### config.mk
export PLATFORM = sky130hd
export DESIGN_NAME = lidar_sector_proximity
export DESIGN_NICKNAME = d
export VERILOG_FILES = /design/src/hdl/lsp_pkg.sv /design/src/hdl/lidar_sector_proximity.sv
export SDC_FILE = /design/constraint.sdc
export NUM_CORES = 2
export LEC_CHECK = 0
export BUFFER_PORTS_ARGS = -buffer_cell sky130_fd_sc_hd__buf_2
export CAP_MARGIN = 40
export CORE_ASPECT_RATIO = 1.4
export CORE_MARGIN = 4
export CORE_UTILIZATION = 60
export DETAILED_ROUTE_END_ITERATION = 16
export PLACE_DENSITY_LB_ADDON = 0.2
export REMOVE_ABC_BUFFERS = 1
export SYNTH_ARGS = -nofsm -noshare
export SYNTH_HDL_FRONTEND = slang
export SYNTH_SLANG_ARGS = --single-unit
### constraint.sdc
create_clock -name clk -period 13.66 [get_ports clk]
set_input_delay 2.732 -clock clk [delete_from_list [all_inputs] [get_ports clk]]
set_output_delay 2.732 -clock clk [all_outputs]
set_load 0.02 [all_outputs]
### src/hdl/lsp_pkg.sv
package lsp_pkg;

  localparam int RANGE_W = 16;
  localparam int POS_W   = 13;
  localparam int IDX_W   = 3;

  localparam logic [POS_W-1:0]   MAX_SCAN_POINTS = POS_W'(4096);
  localparam logic [POS_W-1:0]   POS_MAX         = '1;

  localparam logic [RANGE_W-1:0] FAR_DEFAULT_RST = RANGE_W'(30000);
  localparam logic [RANGE_W-1:0] FRONT_LIMIT_RST = RANGE_W'(800);
  localparam logic [RANGE_W-1:0] SIDE_LIMIT_RST  = RANGE_W'(500);
  localparam logic [RANGE_W-1:0] REAR_LIMIT_RST  = RANGE_W'(500);

  // ceil(2^17 / 3): exact floor division by three for values below 2^17
  localparam logic [15:0] DIV3_RECIP = 16'd43691;
  localparam int          DIV3_SHIFT = 17;

  // angle in units of 30 degrees
  localparam logic [3:0] DEG_30  = 4'd1;
  localparam logic [3:0] DEG_90  = 4'd3;
  localparam logic [3:0] DEG_150 = 4'd5;
  localparam logic [3:0] DEG_210 = 4'd7;
  localparam logic [3:0] DEG_270 = 4'd9;
  localparam logic [3:0] DEG_330 = 4'd11;
  localparam logic [3:0] DEG_360 = 4'd12;

  typedef enum logic [IDX_W-1:0] {
    CFG_SCAN_POINTS = 3'd0,
    CFG_FAR_DEFAULT = 3'd1,
    CFG_FRONT_LIMIT = 3'd2,
    CFG_SIDE_LIMIT  = 3'd3,
    CFG_REAR_LIMIT  = 3'd4
  } cfg_reg_t;

  // sector edges as sample positions; the 0 degree edge is always 0
  typedef struct packed {
    logic [POS_W-1:0] b30;
    logic [POS_W-1:0] b90;
    logic [POS_W-1:0] b150;
    logic [POS_W-1:0] b210;
    logic [POS_W-1:0] b270;
    logic [POS_W-1:0] b330;
    logic [POS_W-1:0] b360;
  } bounds_t;

  localparam bounds_t BOUNDS_RST = '{
    b30:  POS_W'(30),  b90:  POS_W'(90),  b150: POS_W'(150),
    b210: POS_W'(210), b270: POS_W'(270), b330: POS_W'(330),
    b360: POS_W'(360)
  };

  // floor(n * k / 12) = floor(floor(n * k / 4) / 3)
  function automatic logic [POS_W-1:0] sector_bound(input logic [POS_W-1:0] n,
                                                     input logic [3:0] k);
    logic [POS_W+3:0] prod;
    logic [POS_W+1:0] quarter;
    logic [POS_W+17:0] scaled;
    prod    = n * k;
    quarter = prod[POS_W+3:2];
    scaled  = quarter * DIV3_RECIP;
    return scaled[DIV3_SHIFT+POS_W-1:DIV3_SHIFT];
  endfunction

endpackage

### src/hdl/lidar_sector_proximity.sv
// Channel  | Signals                                         | Direction
// ---------+-------------------------------------------------+----------
// in       | in_valid, in_stall, range_mm, last_sample        | sample in
// out      | out_valid, out_stall, front_mm .. collision_risk | result out
// cfg      | cfg_valid, cfg_ready, cfg_index, cfg_data        | write in
//
// One sample per cycle while in_stall is low. A sample is held in the input
// register; when it advances it updates its sector minimum, and a last sample
// loads the result register, which then offers the result to the output side.
// Reset (rst, synchronous) restores the register defaults, a 360 point scan,
// position 0 and minima of 30000. in_stall rises only when a last sample waits
// behind a result that the output side has not yet taken.
module lidar_sector_proximity (
  input  logic                         clk,
  input  logic                         rst,

  input  logic                         in_valid,
  output logic                         in_stall,
  input  logic [lsp_pkg::RANGE_W-1:0]  range_mm,
  input  logic                         last_sample,

  output logic                         out_valid,
  input  logic                         out_stall,
  output logic [lsp_pkg::RANGE_W-1:0]  front_mm,
  output logic [lsp_pkg::RANGE_W-1:0]  left_mm,
  output logic [lsp_pkg::RANGE_W-1:0]  right_mm,
  output logic [lsp_pkg::RANGE_W-1:0]  rear_mm,
  output logic                         collision_risk,

  input  logic                         cfg_valid,
  output logic                         cfg_ready,
  input  logic [lsp_pkg::IDX_W-1:0]    cfg_index,
  input  logic [lsp_pkg::RANGE_W-1:0]  cfg_data
);

  // configuration
  lsp_pkg::bounds_t              bounds;
  logic [lsp_pkg::RANGE_W-1:0]   far_default;
  logic [lsp_pkg::RANGE_W-1:0]   front_limit;
  logic [lsp_pkg::RANGE_W-1:0]   side_limit;
  logic [lsp_pkg::RANGE_W-1:0]   rear_limit;

  logic [lsp_pkg::POS_W-1:0]     cfg_points;
  lsp_pkg::bounds_t              bounds_next;

  // input register
  logic                          s1_valid;
  logic [lsp_pkg::RANGE_W-1:0]   s1_range;
  logic                          s1_last;
  logic                          s1_advance;
  logic                          in_accept;
  logic                          out_free;

  // scan state
  logic [lsp_pkg::POS_W-1:0]     pos;
  logic [lsp_pkg::RANGE_W-1:0]   front_min;
  logic [lsp_pkg::RANGE_W-1:0]   left_min;
  logic [lsp_pkg::RANGE_W-1:0]   right_min;
  logic [lsp_pkg::RANGE_W-1:0]   rear_min;
  logic [lsp_pkg::RANGE_W-1:0]   front_min_next;
  logic [lsp_pkg::RANGE_W-1:0]   left_min_next;
  logic [lsp_pkg::RANGE_W-1:0]   right_min_next;
  logic [lsp_pkg::RANGE_W-1:0]   rear_min_next;
  logic                          in_front;
  logic                          in_left;
  logic                          in_right;
  logic                          in_rear;
  logic                          risk_next;

  assign cfg_ready = 1'b1;

  // clamp the scan length and derive the sector edges at write time
  always_comb begin
    cfg_points = cfg_data[lsp_pkg::POS_W-1:0];
    if (cfg_points > lsp_pkg::MAX_SCAN_POINTS) begin
      cfg_points = lsp_pkg::MAX_SCAN_POINTS;
    end
    bounds_next.b30  = lsp_pkg::sector_bound(cfg_points, lsp_pkg::DEG_30);
    bounds_next.b90  = lsp_pkg::sector_bound(cfg_points, lsp_pkg::DEG_90);
    bounds_next.b150 = lsp_pkg::sector_bound(cfg_points, lsp_pkg::DEG_150);
    bounds_next.b210 = lsp_pkg::sector_bound(cfg_points, lsp_pkg::DEG_210);
    bounds_next.b270 = lsp_pkg::sector_bound(cfg_points, lsp_pkg::DEG_270);
    bounds_next.b330 = lsp_pkg::sector_bound(cfg_points, lsp_pkg::DEG_330);
    bounds_next.b360 = lsp_pkg::sector_bound(cfg_points, lsp_pkg::DEG_360);
  end

  // register writes; unknown indexes drop
  always_ff @(posedge clk) begin
    if (rst) begin
      bounds      <= lsp_pkg::BOUNDS_RST;
      far_default <= lsp_pkg::FAR_DEFAULT_RST;
      front_limit <= lsp_pkg::FRONT_LIMIT_RST;
      side_limit  <= lsp_pkg::SIDE_LIMIT_RST;
      rear_limit  <= lsp_pkg::REAR_LIMIT_RST;
    end else if (cfg_valid && cfg_ready) begin
      unique case (cfg_index)
        lsp_pkg::CFG_SCAN_POINTS: bounds      <= bounds_next;
        lsp_pkg::CFG_FAR_DEFAULT: far_default <= cfg_data;
        lsp_pkg::CFG_FRONT_LIMIT: front_limit <= cfg_data;
        lsp_pkg::CFG_SIDE_LIMIT:  side_limit  <= cfg_data;
        lsp_pkg::CFG_REAR_LIMIT:  rear_limit  <= cfg_data;
        default: ;
      endcase
    end
  end

  // handshake: a non-last sample always advances, a last one needs the result slot
  assign out_free   = !out_valid || !out_stall;
  assign s1_advance = s1_valid && (!s1_last || out_free);
  assign in_stall   = s1_valid && !s1_advance;
  assign in_accept  = in_valid && !in_stall;

  // hold the request in the input register
  always_ff @(posedge clk) begin
    if (rst) begin
      s1_valid <= 1'b0;
    end else if (in_accept) begin
      s1_valid <= 1'b1;
    end else if (s1_advance) begin
      s1_valid <= 1'b0;
    end
  end

  always_ff @(posedge clk) begin
    if (in_accept) begin
      s1_range <= range_mm;
      s1_last  <= last_sample;
    end
  end

  // classify the position and lower the matching minimum
  always_comb begin
    in_front = (pos >= bounds.b150) && (pos < bounds.b210);
    in_left  = (pos >= bounds.b210) && (pos < bounds.b270);
    in_right = (pos >= bounds.b90)  && (pos < bounds.b150);
    in_rear  = (pos < bounds.b30) || ((pos >= bounds.b330) && (pos < bounds.b360));

    front_min_next = front_min;
    left_min_next  = left_min;
    right_min_next = right_min;
    rear_min_next  = rear_min;
    priority if (in_front) begin
      if (s1_range < front_min) front_min_next = s1_range;
    end else if (in_left) begin
      if (s1_range < left_min) left_min_next = s1_range;
    end else if (in_right) begin
      if (s1_range < right_min) right_min_next = s1_range;
    end else if (in_rear) begin
      if (s1_range < rear_min) rear_min_next = s1_range;
    end else begin
      // outside every sector: hold all minima
    end

    risk_next = (front_min_next < front_limit) || (left_min_next < side_limit) ||
                (right_min_next < side_limit) || (rear_min_next < rear_limit);
  end

  // advance the scan; restart from the far default after the last sample
  always_ff @(posedge clk) begin
    if (rst) begin
      pos       <= '0;
      front_min <= lsp_pkg::FAR_DEFAULT_RST;
      left_min  <= lsp_pkg::FAR_DEFAULT_RST;
      right_min <= lsp_pkg::FAR_DEFAULT_RST;
      rear_min  <= lsp_pkg::FAR_DEFAULT_RST;
    end else if (s1_advance) begin
      if (s1_last) begin
        pos       <= '0;
        front_min <= far_default;
        left_min  <= far_default;
        right_min <= far_default;
        rear_min  <= far_default;
      end else begin
        if (pos != lsp_pkg::POS_MAX) begin
          pos <= pos + 1'b1;
        end
        front_min <= front_min_next;
        left_min  <= left_min_next;
        right_min <= right_min_next;
        rear_min  <= rear_min_next;
      end
    end
  end

  // result register
  always_ff @(posedge clk) begin
    if (rst) begin
      out_valid <= 1'b0;
    end else if (s1_advance && s1_last) begin
      out_valid <= 1'b1;
    end else if (!out_stall) begin
      out_valid <= 1'b0;
    end
  end

  always_ff @(posedge clk) begin
    if (s1_advance && s1_last) begin
      front_mm       <= front_min_next;
      left_mm        <= left_min_next;
      right_mm       <= right_min_next;
      rear_mm        <= rear_min_next;
      collision_risk <= risk_next;
    end
  end

`ifndef SYNTHESIS
  // a stall only ever comes from a last sample blocked by a pending result
  a_stall_cause: assert property (@(posedge clk) disable iff (rst)
    in_stall |-> (s1_valid && s1_last && out_valid && out_stall))
    else $error("input stalled without a blocked result");

  // the scan restarts at position zero after a last sample
  a_scan_restart: assert property (@(posedge clk) disable iff (rst)
    (s1_advance && s1_last) |=> (pos == '0))
    else $error("position not cleared after last sample");

  // a new result is only loaded when the previous one is gone
  a_no_overwrite: assert property (@(posedge clk) disable iff (rst)
    (out_valid && out_stall) |-> !(s1_advance && s1_last))
    else $error("pending result overwritten");
`endif

endmodule
==> impl_metrics.yaml <==
run_status:
  status: "complete, no violations"
final_layout:
  fin_nets: 5701
  area_growth_pct: 6.67
  drive_gt1_share_pct: 5.36
  fill_cells: 5556
sta:
  period_needed_ns: 11.89
  final-hold-violation-count: 0
  relSlewSlack_pct: 40.3
  grt_setup_unrepaired: "no"
  period_share_pct: 87.0
  fmax_ghz: 0.0841
  finalClockSkew_ns: 0.0152
  drv_slew: 0
  fin_setup_tns_ns: 0
  finalSetupViolations: 0
  fin_ws_ns: 1.77
  worst_slew_pin_slew_ns: 0.888
synth:
  synth_ff_type: "dfxtp_1"
  seq_area_frac_synth_pct: 17.8
  yosys-mux-area-fraction_pct: 0.765
  synth_cell_type_count: 78
  synthAdderAreaFrac_pct: 47.1
  synth_xor_area_share_pct: 3.06
  synthSimpleGateAreaFrac_pct: 9.12
  synth_compound_area_share_pct: 12.8
  avgSynthCellArea_um2: 9.23
  synth-seq-cells: 312
  synthArstFlopShare_pct: 0
  syn_area_um2: 39800
  yosysWarnings: 0
  synthCells: 4310
  synth_top_family_by_area: "adder cells"
  synth-edff-count: 82
place:
  dpl_worst_slack_ns: 1.31
  routabilityCongestion: 0.953
  hpwlAfterDp_um: 82800
  portBuffers: 107
cts:
  numCtsBuffers: 31
  insertion_delay_ns: 0.60
  cts_resized: 0
  h-tree-depth: 1
  clockBufferDepth: 3
  cts_setup_buffers: 0
  cts_tree: "built"
  clock_sinks: 312
  cts_hold_buffers: 0
  path_clk_slew_ns: 0.06
  cts_root_buffer: "clkbuf_16"
routing:
  wl_per_cell_um: 19.0
  postRouteAntennaNets: 0
  drt_iter0_drc: 1382
  vias_per_cell: 5.71
  drc: 0
  wl_um: 100000
  first_pass_iters: 5
  vias: 30100
die:
  die_y_um: 313
  pin_count: 109
  core_region_area_um2: 65600
  die_w_um: 226
  start_util_pct: 60.7
  rows: 111
  design.die.area_um2: 70500
worst_setup_path:
  slowest_stage: "or4b_2"
  crit_arrival_ns: 12.37
  slowest_delay_ns: 0.66
  critPathLaunchType: "primary input"
  crit_type: "primary input to flip-flop"
  path_max_fanout: 12
  crit_path_end_kind: "flip-flop"
  required_ns: 14.14
job:
  drv_cap: 0
global_route:
  grt_max_degree: 67
  first_global_vias: 31500
  grtUsageMet3_pct: 2.60
  overflow: 0
  antenna_found_initial: 1
  grt.busiest_layer: "met2"
  use_met1_pct: 31.7
  grt_usage_pct: 28.6
  grt_pass1_wl_um: 162000
  use_met2_pct: 53.5
hold_path:
  hold_path.class: "flip-flop to flip-flop"
sequential cells by signal, summed over array words and instances (netlist names):
| name | count |
|---|---|
| bounds | 87 |
| collision_risk | 1 |
| far_default | 16 |
| front_limit | 16 |
| front_min | 16 |
| front_mm | 16 |
| left_min | 16 |
| left_mm | 16 |
| out_valid | 1 |
| pos | 13 |
| rear_limit | 16 |
| rear_min | 16 |
| rear_mm | 16 |
| right_min | 16 |
| right_mm | 16 |
| s1_last | 1 |
| s1_range | 16 |
| s1_valid | 1 |
| side_limit | 16 |
cells in the mapped netlist (37+ instances only):
cell type | count | area, µm²
xnor2_1 | 93 | 815
dfxtp_1 | 230 | 4600
nand4_1 | 37 | 231
nor2b_1 | 42 | 263
xor2_1 | 46 | 403
inv_1 | 890 | 3340
fa_1 | 393 | 7870
nand3_1 | 44 | 220
nor2_1 | 111 | 417
nand2_1 | 370 | 1390
o211ai_1 | 99 | 743
a21o_1 | 88 | 661
a21oi_1 | 242 | 1210
edfxtp_1 | 82 | 2460
ha_1 | 867 | 10800
clkbuf_1 | 88 | 330
o21ai_0 | 182 | 911
metal layers:
layer	wire (µm)	share of wire (%)
met1	37500	38
met2	52100	52
met3	3760	3.8
met4	6520	6.5
met5	0	0
cells by family after synthesis:
| logic type | after synthesis |
|---|---|
| simple gates | 773 |
| other cells | 2 |
| flops | 312 |
| compound gates | 807 |
| fa+ha+maj | 1261 |
| xor+xnor | 139 |
| buf+inv | 987 |
| mux | 29 |
critical path, delay by kind of cell:
kind	cells	cell delay, ns
simple gates	7	1.50
xor+xnor	2	0.49
fa+ha+maj	10	4.15
buf+inv	7	1.18
compound gates	10	2.30
final timing paths:
| kind | endpoint | from | slack (ns) | cells past startpoint |
|---|---|---|---|---|
| worst max register to register | collision_risk | pos[8] | 7.25 | 22 |
| worst min register to register | far_default[7] | far_default[7] | 0.45 | 2 |
| worst max-delay path | bounds[23] | cfg_data[12] | 1.77 | 36 |
| worst min-delay path | far_default[7] | far_default[7] | 0.45 | 2 |
cell usage in the layout (no fill, tap or decap), types with 9 or more instances in the layout:
| master | count |
|---|---|
| nand2_1 | 368 |
| mux2i_1 | 18 |
| buf_4 | 36 |
| a211oi_1 | 31 |
| nand3_1 | 44 |
| o31ai_1 | 11 |
| nor2b_1 | 42 |
| ha_1 | 867 |
| inv_1 | 890 |
| xor2_1 | 46 |
| dfxtp_1 | 230 |
| o21bai_1 | 18 |
| fa_1 | 393 |
| o211ai_1 | 99 |
| nor2_1 | 109 |
| o21a_1 | 35 |
| edfxtp_1 | 82 |
| a31oi_1 | 17 |
| nand2b_1 | 30 |
| a21o_1 | 88 |
| or3_1 | 10 |
| nand4_1 | 37 |
| nor3_1 | 35 |
| a21oi_1 | 242 |
| o21ai_0 | 182 |
| nor4_1 | 19 |
| nor4b_1 | 10 |
| clkbuf_16 | 31 |
| o2111ai_1 | 9 |
| buf_2 | 108 |
| xnor2_1 | 93 |
| and3_1 | 24 |
through the flow:
stage | hold WS (ns) | util [%] | std cells | instance area, µm²
4_1_cts | 0.448 | 64.7 | 5272 | 42400
3_3_place_gp | 0.432 | 63.0 | 5205 | 41300
2_1_floorplan | 0.421 | - | 4218 | 39400
6_report | 0.448 | 64.7 | 5274 | 42400
3_5_place_dp | 0.439 | 63.1 | 5214 | 41400
5_1_grt | 0.468 | 64.7 | 5273 | 42400
final cells by class:
cell class	count	area, µm²	share of cell area, %
Inverter	892	3350	7.89
Timing Repair Buffer	149	891	2.10
Clock buffer	45	893	2.11
Clock inverter	13	129	0.304
Antenna cell	2	5.00	0.0118
Multi-Input combinational cell	3014	29000	68.4
Tap cell	847	1060	2.50
Sequential cell	312	7070	16.7
Power is not shown: default switching activity piles up to over one toggle a cycle in this logic, so the estimate is an artifact.
